### src/rtl/lfo_pkg.sv
// Shared constants, types and the quarter-wave sine table of the LFO block.
`timescale 1ns / 1ps
package lfo_pkg;

  localparam int PHASE_W      = 32;
  localparam int STEP_ENTRIES = 64;
  localparam int NODE_ENTRIES = 32;
  localparam int SINE_ENTRIES = 256;
  localparam int STEP_AW      = $clog2(STEP_ENTRIES);
  localparam int NODE_AW      = $clog2(NODE_ENTRIES);
  localparam int SINE_LOG     = $clog2(SINE_ENTRIES);
  localparam int SINE_FW      = 30 - SINE_LOG;
  localparam int DIV_W        = 49;
  localparam int DIV_CNT_W    = $clog2(DIV_W + 1);
  localparam int CFG_W        = 32;

  localparam logic [30:0]         FADE_MAX    = 31'd2104533975;
  localparam logic [PHASE_W-1:0]  LFSR_MASK   = 32'h8020_0003;
  localparam logic [15:0]         NARROW_SPAN = 16'd6;

  typedef enum logic [2:0] {
    SHAPE_SINE   = 3'd0,
    SHAPE_SQUARE = 3'd1,
    SHAPE_SAW_UP = 3'd2,
    SHAPE_SAW_DN = 3'd3,
    SHAPE_TRI    = 3'd4,
    SHAPE_HOLD   = 3'd5,
    SHAPE_CUSTOM = 3'd6
  } shape_e;

  typedef enum logic [1:0] {
    OP_TICK = 2'd0,
    OP_STEP = 2'd1,
    OP_NODE = 2'd2
  } op_e;

  typedef enum logic [2:0] {
    CFG_SHAPE      = 3'd0,
    CFG_INC        = 3'd1,
    CFG_FADE       = 3'd2,
    CFG_STEP_MODE  = 3'd3,
    CFG_STEP_COUNT = 3'd4,
    CFG_NODE_COUNT = 3'd5,
    CFG_SEED       = 3'd6
  } cfg_idx_e;

  typedef enum logic [3:0] {
    ST_IDLE,
    ST_SHAPE,
    ST_STEP_RD,
    ST_NODE_FIRST,
    ST_NODE_LAST,
    ST_NODE_SCAN,
    ST_INTERP_MUL,
    ST_FADE,
    ST_DIV_GO,
    ST_DIV_WAIT,
    ST_FINISH
  } state_e;

  typedef struct packed {
    logic                    start;
    logic signed [DIV_W-1:0] numer;
    logic [31:0]             denom;
  } div_req_t;

  typedef struct packed {
    logic                    done;
    logic signed [DIV_W-1:0] quot;
  } div_rsp_t;

  typedef logic [15:0] sine_tab_t [0:SINE_ENTRIES];

  // sin(pi/2 * x) in Q30 by a fixed-point Taylor polynomial.
  function automatic logic [63:0] quarter_sine_q30(input logic [63:0] x);
    logic [63:0] x2;
    logic [63:0] r;
    x2 = (x * x) >> 30;
    r  = 64'd172272;
    r  = 64'd5026995    - ((r * x2) >> 30);
    r  = 64'd85569306   - ((r * x2) >> 30);
    r  = 64'd693598669  - ((r * x2) >> 30);
    r  = 64'd1686629713 - ((r * x2) >> 30);
    return (r * x) >> 30;
  endfunction

  function automatic sine_tab_t build_sine();
    sine_tab_t   t;
    logic [63:0] s;
    for (int k = 0; k <= SINE_ENTRIES; k++) begin
      s = (quarter_sine_q30(64'(k) << (30 - SINE_LOG)) + 64'd16384) >> 15;
      t[k] = (s > 64'd32767) ? 16'd32767 : s[15:0];
    end
    return t;
  endfunction

  localparam sine_tab_t SINE_TAB = build_sine();

  function automatic logic signed [15:0] sat16(input logic signed [19:0] v);
    if (v > 20'sd32767) begin
      return 16'sh7fff;
    end else if (v < -20'sd32768) begin
      return 16'sh8000;
    end
    return v[15:0];
  endfunction

endpackage

### src/rtl/lfo_div.sv
// Radix-2 restoring divider, signed numerator over unsigned divisor, truncating.
`timescale 1ns / 1ps
module lfo_div import lfo_pkg::*; (
  input  logic     clk_i,
  input  logic     rst_ni,
  input  div_req_t req_i,
  output div_rsp_t rsp_o
);
  logic                 busy_q, busy_d;
  logic                 done_q, done_d;
  logic                 neg_q, neg_d;
  logic [DIV_CNT_W-1:0] cnt_q, cnt_d;
  logic [DIV_W-1:0]     num_q, num_d;
  logic [31:0]          rem_q, rem_d;
  logic [31:0]          den_q, den_d;
  logic [32:0]          rem_sh;
  logic                 ge;

  assign rem_sh = {rem_q, num_q[DIV_W-1]};
  assign ge     = rem_sh >= {1'b0, den_q};

  always_comb begin
    busy_d = busy_q;
    done_d = 1'b0;
    neg_d  = neg_q;
    cnt_d  = cnt_q;
    num_d  = num_q;
    rem_d  = rem_q;
    den_d  = den_q;
    if (req_i.start) begin
      busy_d = 1'b1;
      neg_d  = req_i.numer[DIV_W-1];
      num_d  = req_i.numer[DIV_W-1] ? DIV_W'(-req_i.numer) : req_i.numer;
      rem_d  = '0;
      den_d  = req_i.denom;
      cnt_d  = DIV_CNT_W'(DIV_W);
    end else if (busy_q) begin
      rem_d = ge ? 32'(rem_sh - {1'b0, den_q}) : rem_sh[31:0];
      num_d = {num_q[DIV_W-2:0], ge};
      cnt_d = cnt_q - 1'b1;
      if (cnt_q == DIV_CNT_W'(1)) begin
        busy_d = 1'b0;
        done_d = 1'b1;
      end
    end
  end

  always_ff @(posedge clk_i or negedge rst_ni) begin
    if (!rst_ni) begin
      busy_q <= 1'b0;
      done_q <= 1'b0;
    end else begin
      busy_q <= busy_d;
      done_q <= done_d;
    end
  end

  always_ff @(posedge clk_i) begin
    neg_q <= neg_d;
    cnt_q <= cnt_d;
    num_q <= num_d;
    rem_q <= rem_d;
    den_q <= den_d;
  end

  assign rsp_o.done = done_q;
  assign rsp_o.quot = neg_q ? -$signed(num_q) : $signed(num_q);
endmodule

### config.mk
export PLATFORM = sky130hd
export DESIGN_NAME = lfo_div
export DESIGN_NICKNAME = d
export VERILOG_FILES = /design/src/rtl/lfo_pkg.sv /design/src/rtl/lfo_div.sv
export SDC_FILE = /design/constraint.sdc
export NUM_CORES = 1
export LEC_CHECK = 0
export ABC_AREA = 1
export BUFFER_PORTS_ARGS = -buffer_cell sky130_fd_sc_hd__clkbuf_2
export CORE_MARGIN = 3
export CORE_UTILIZATION = 60
export DETAILED_ROUTE_END_ITERATION = 7
export HOLD_SLACK_MARGIN = 0.12
export PLACE_DENSITY_LB_ADDON = 0.08
export SYNTH_ARGS = -nofsm -noshare
export SYNTH_HDL_FRONTEND = slang
export SYNTH_SLANG_ARGS = --single-unit
export TNS_END_PERCENT = 30
### constraint.sdc
create_clock -name clk_i -period 5.1 [get_ports clk_i]
set_input_delay 0.765 -clock clk_i [delete_from_list [all_inputs] [get_ports clk_i]]
set_output_delay 0.765 -clock clk_i [all_outputs]
set_load 0.01 [all_outputs]
==> metrics.yaml <==
antenna_found_initial: 0
setup_tns_ns: 0
dp.cells: 1979
num-nets-final: 1900
seq_area_frac_synth_pct: 31.02
clk_path_buf_depth: 2
post-route-period-util_pct: 67.54
clock_latency_ns: 0.43
critPathMostFrequentCell: "nand2_1"
final_cell_mix: "nand2_1, inv_1, nor2_1"
place_area_um2: 11340
cts_made_buffers: 17
worstSetupStartpointType: "register"
port_buffers: 133
relSlewSlack_pct: 35.14
via_per_inst: 5.540
dieArea_um2: 19220
die_w_um: 138.6
synthArstFlopShare_pct: 1.639
avgSynthCellArea_um2: 6.353
hold_class: "reg2reg"
hold_violations: 0
p_per_area_nw_per_um2: 386.2
ios: 134
first_global_vias: 10850
endpoint_kind: "output port"
first_pass_iters: 5
gr-total-overflow: 0
max_cap_viol_count: 0
finClkSkew_ns: 0.009302
drt_iter0_drc: 908
grt_usage_pct: 32.88
critPathTopFamily: "simple AND/OR/NAND/NOR gates"
wl_um: 32060
dieHeight_um: 138.6
cp.buffers_inverters: 2
num-fill-cells: 1482
grt_max_degree: 69
fin_area_um2: 11930
final_common_cell: "nand2_1"
antenna_cells: 0
synth_edf_count: 82
synth_ff_type: "edfxtp_1"
synth.distinct_cells: 42
cts_tree: "done"
clockRootBuffer: "clkbuf_16"
synthesis.area_um2: 10550
whs_ns: 0.4748
worst_pin_slew_ns: 0.9718
final_max_slew_viol_count: 0
power_mw: 4.606
vdd_ir_drop_max_uv: 278.3
p_leak_nw: 6.071
cts_resized: 0
rows: 47
cp.required_ns: 4.34
path_cells: "nor2_1 -> nand2_1 -> inv_1 -> nand3_2 -> nor2_2 -> nand4_1 -> nand2_1 -> o21ai_0 -> nand2_1 -> nand2_1 -> clkbuf_2"
clk_pin_slew_ns: 0.06
gp_congestion: 0.9849
status: "completed"
h-tree-depth: 4
cp_slowest_stage_delay_ns: 0.48
crit_type: "reg2out"
start_util_pct: 62.53
fmax_ghz: 0.2903
cts.sink_count: 122
finalCriticalPeriod_ns: 3.445
crit_fanout: 11
stdcell_count: 2012
drtAntennaViolNets: 0
setup_viol: 0
drc: 0
area_growth_pct: 13.01
crit_slowest_cell: "edfxtp_1"
ys_ff_latch: 122
avgRoutedWirePerCell_um: 15.93
yosys_warnings: 0
syn_nets: 1782
worstPathArrival_ns: 2.68
hpwl_um: 24650
core-area_um2: 16880
dr_total_vias: 11150
rsz0062_at_grt: "no"
synthCells: 1661
layout-drive-gt1-share_pct: 11.55
grt_pass1_wl_um: 51610
## metrics by stage
stage / util, % / worst slack [ns]
global placement: 67.20 / 1.910
finish: 70.66 / 1.655
detailed placement: 67.20 / 1.835
floorplan: - / 1.969
CTS: 70.66 / 1.678
global route: 70.66 / 1.436
## layer usage
layer / part of all wire, % / vias to the layer above / track usage [%]
met3: 5.9 / 118 / 4.828
met2: 48 / 471 / 57.09
met5: 0 / - / 0
met1: 40 / 5025 / 38.26
met4: 5.9 / 0 / 20.29
li1: - / 5532 / -
## cells by family after synthesis
family	after synthesis	share of synthesized area (%)
and+or+nand+nor	978	39.47
DFF	122	31.02
buffers and inverters	302	11.22
AOI/OAI and AO/OA	148	7.695
adders and majority gates	37	4.458
xor gates and xnor gates	74	6.142
## worst min-delay path, stage by stage (launching register included)
cell	delay (ns)
dfxtp_1	0.32
nand2_1	0.07
nand2_1	0.04
## Yosys cell counts, types with 2 or more instances
library cell	number	area (µm²)
o21bai_1	4	30.03
o211ai_1	5	37.54
clkinv_1	2	7.510
nand2_2	6	37.54
xor2_1	48	420.4
buf_1	2	7.510
nand3_2	2	20.02
inv_1	252	945.9
buf_6	3	33.78
a21oi_4	2	32.53
or2_2	3	18.77
o21ai_1	16	80.08
nor3_2	3	30.03
nand2_1	538	2019
nand2_4	2	22.52
and2_1	2	12.51
and3_1	2	12.51
nand4_1	31	193.9
nor2_2	9	56.30
nand3b_1	21	157.7
buf_2	7	35.03
buf_4	5	37.54
ha_1	36	450.4
o21ai_0	71	355.3
o31ai_1	4	30.03
clkbuf_1	25	93.84
a21oi_1	35	175.2
nor4_1	9	56.30
inv_2	6	22.52
nand3_1	149	745.7
dfxtp_1	38	760.7
xnor2_1	26	227.7
a31oi_1	9	56.30
dfrtp_1	2	50.05
edfxtp_1	82	2462
nor2_1	185	694.4
nor3_1	14	70.07
## state kept, by name, summed over array words and instances (netlist names)
name    cells
busy_q      1
cnt_q       6
den_q      32
done_q      1
neg_q       1
num_q      49
rem_q      32
## cell type report
| type | count | area, µm² | area share, % |
|---|---|---|---|
| repair buffers | 141 | 728.2 | 6.106 |
| flip-flops and latches | 122 | 3273 | 27.45 |
| well taps | 220 | 275.3 | 2.308 |
| clock buffers | 17 | 425.4 | 3.567 |
| inverters | 260 | 975.9 | 8.184 |
| multi-input cells | 1237 | 6098 | 51.14 |
| clock inverters | 15 | 148.9 | 1.249 |
## path summary, 6_finish.rpt
path,start,cells past startpoint,slack [ns],end
max,num_q[8],11,1.66,rsp_o[33]
min in group asynchronous,rst_ni,2,0.66,done_q
max in group asynchronous,rst_ni,2,4.34,busy_q
max reg2reg,den_q[17],13,2.22,num_q[0]
min reg2reg,rem_q[20],2,0.47,rem_q[20]
min,rem_q[20],2,0.47,rem_q[20]
## power by group
part	switching (mW)	internal, mW
combinational	1.33	0.717
sequential	0.136	1.24
clock	0.464	0.717
## repair_timing
item | in CTS | in global routing
setup buffers | 0 | 0
endpoints found under the hold margin | 2 | 0
hold buffers | 1 | 0
(Power assumes the default switching activity.)
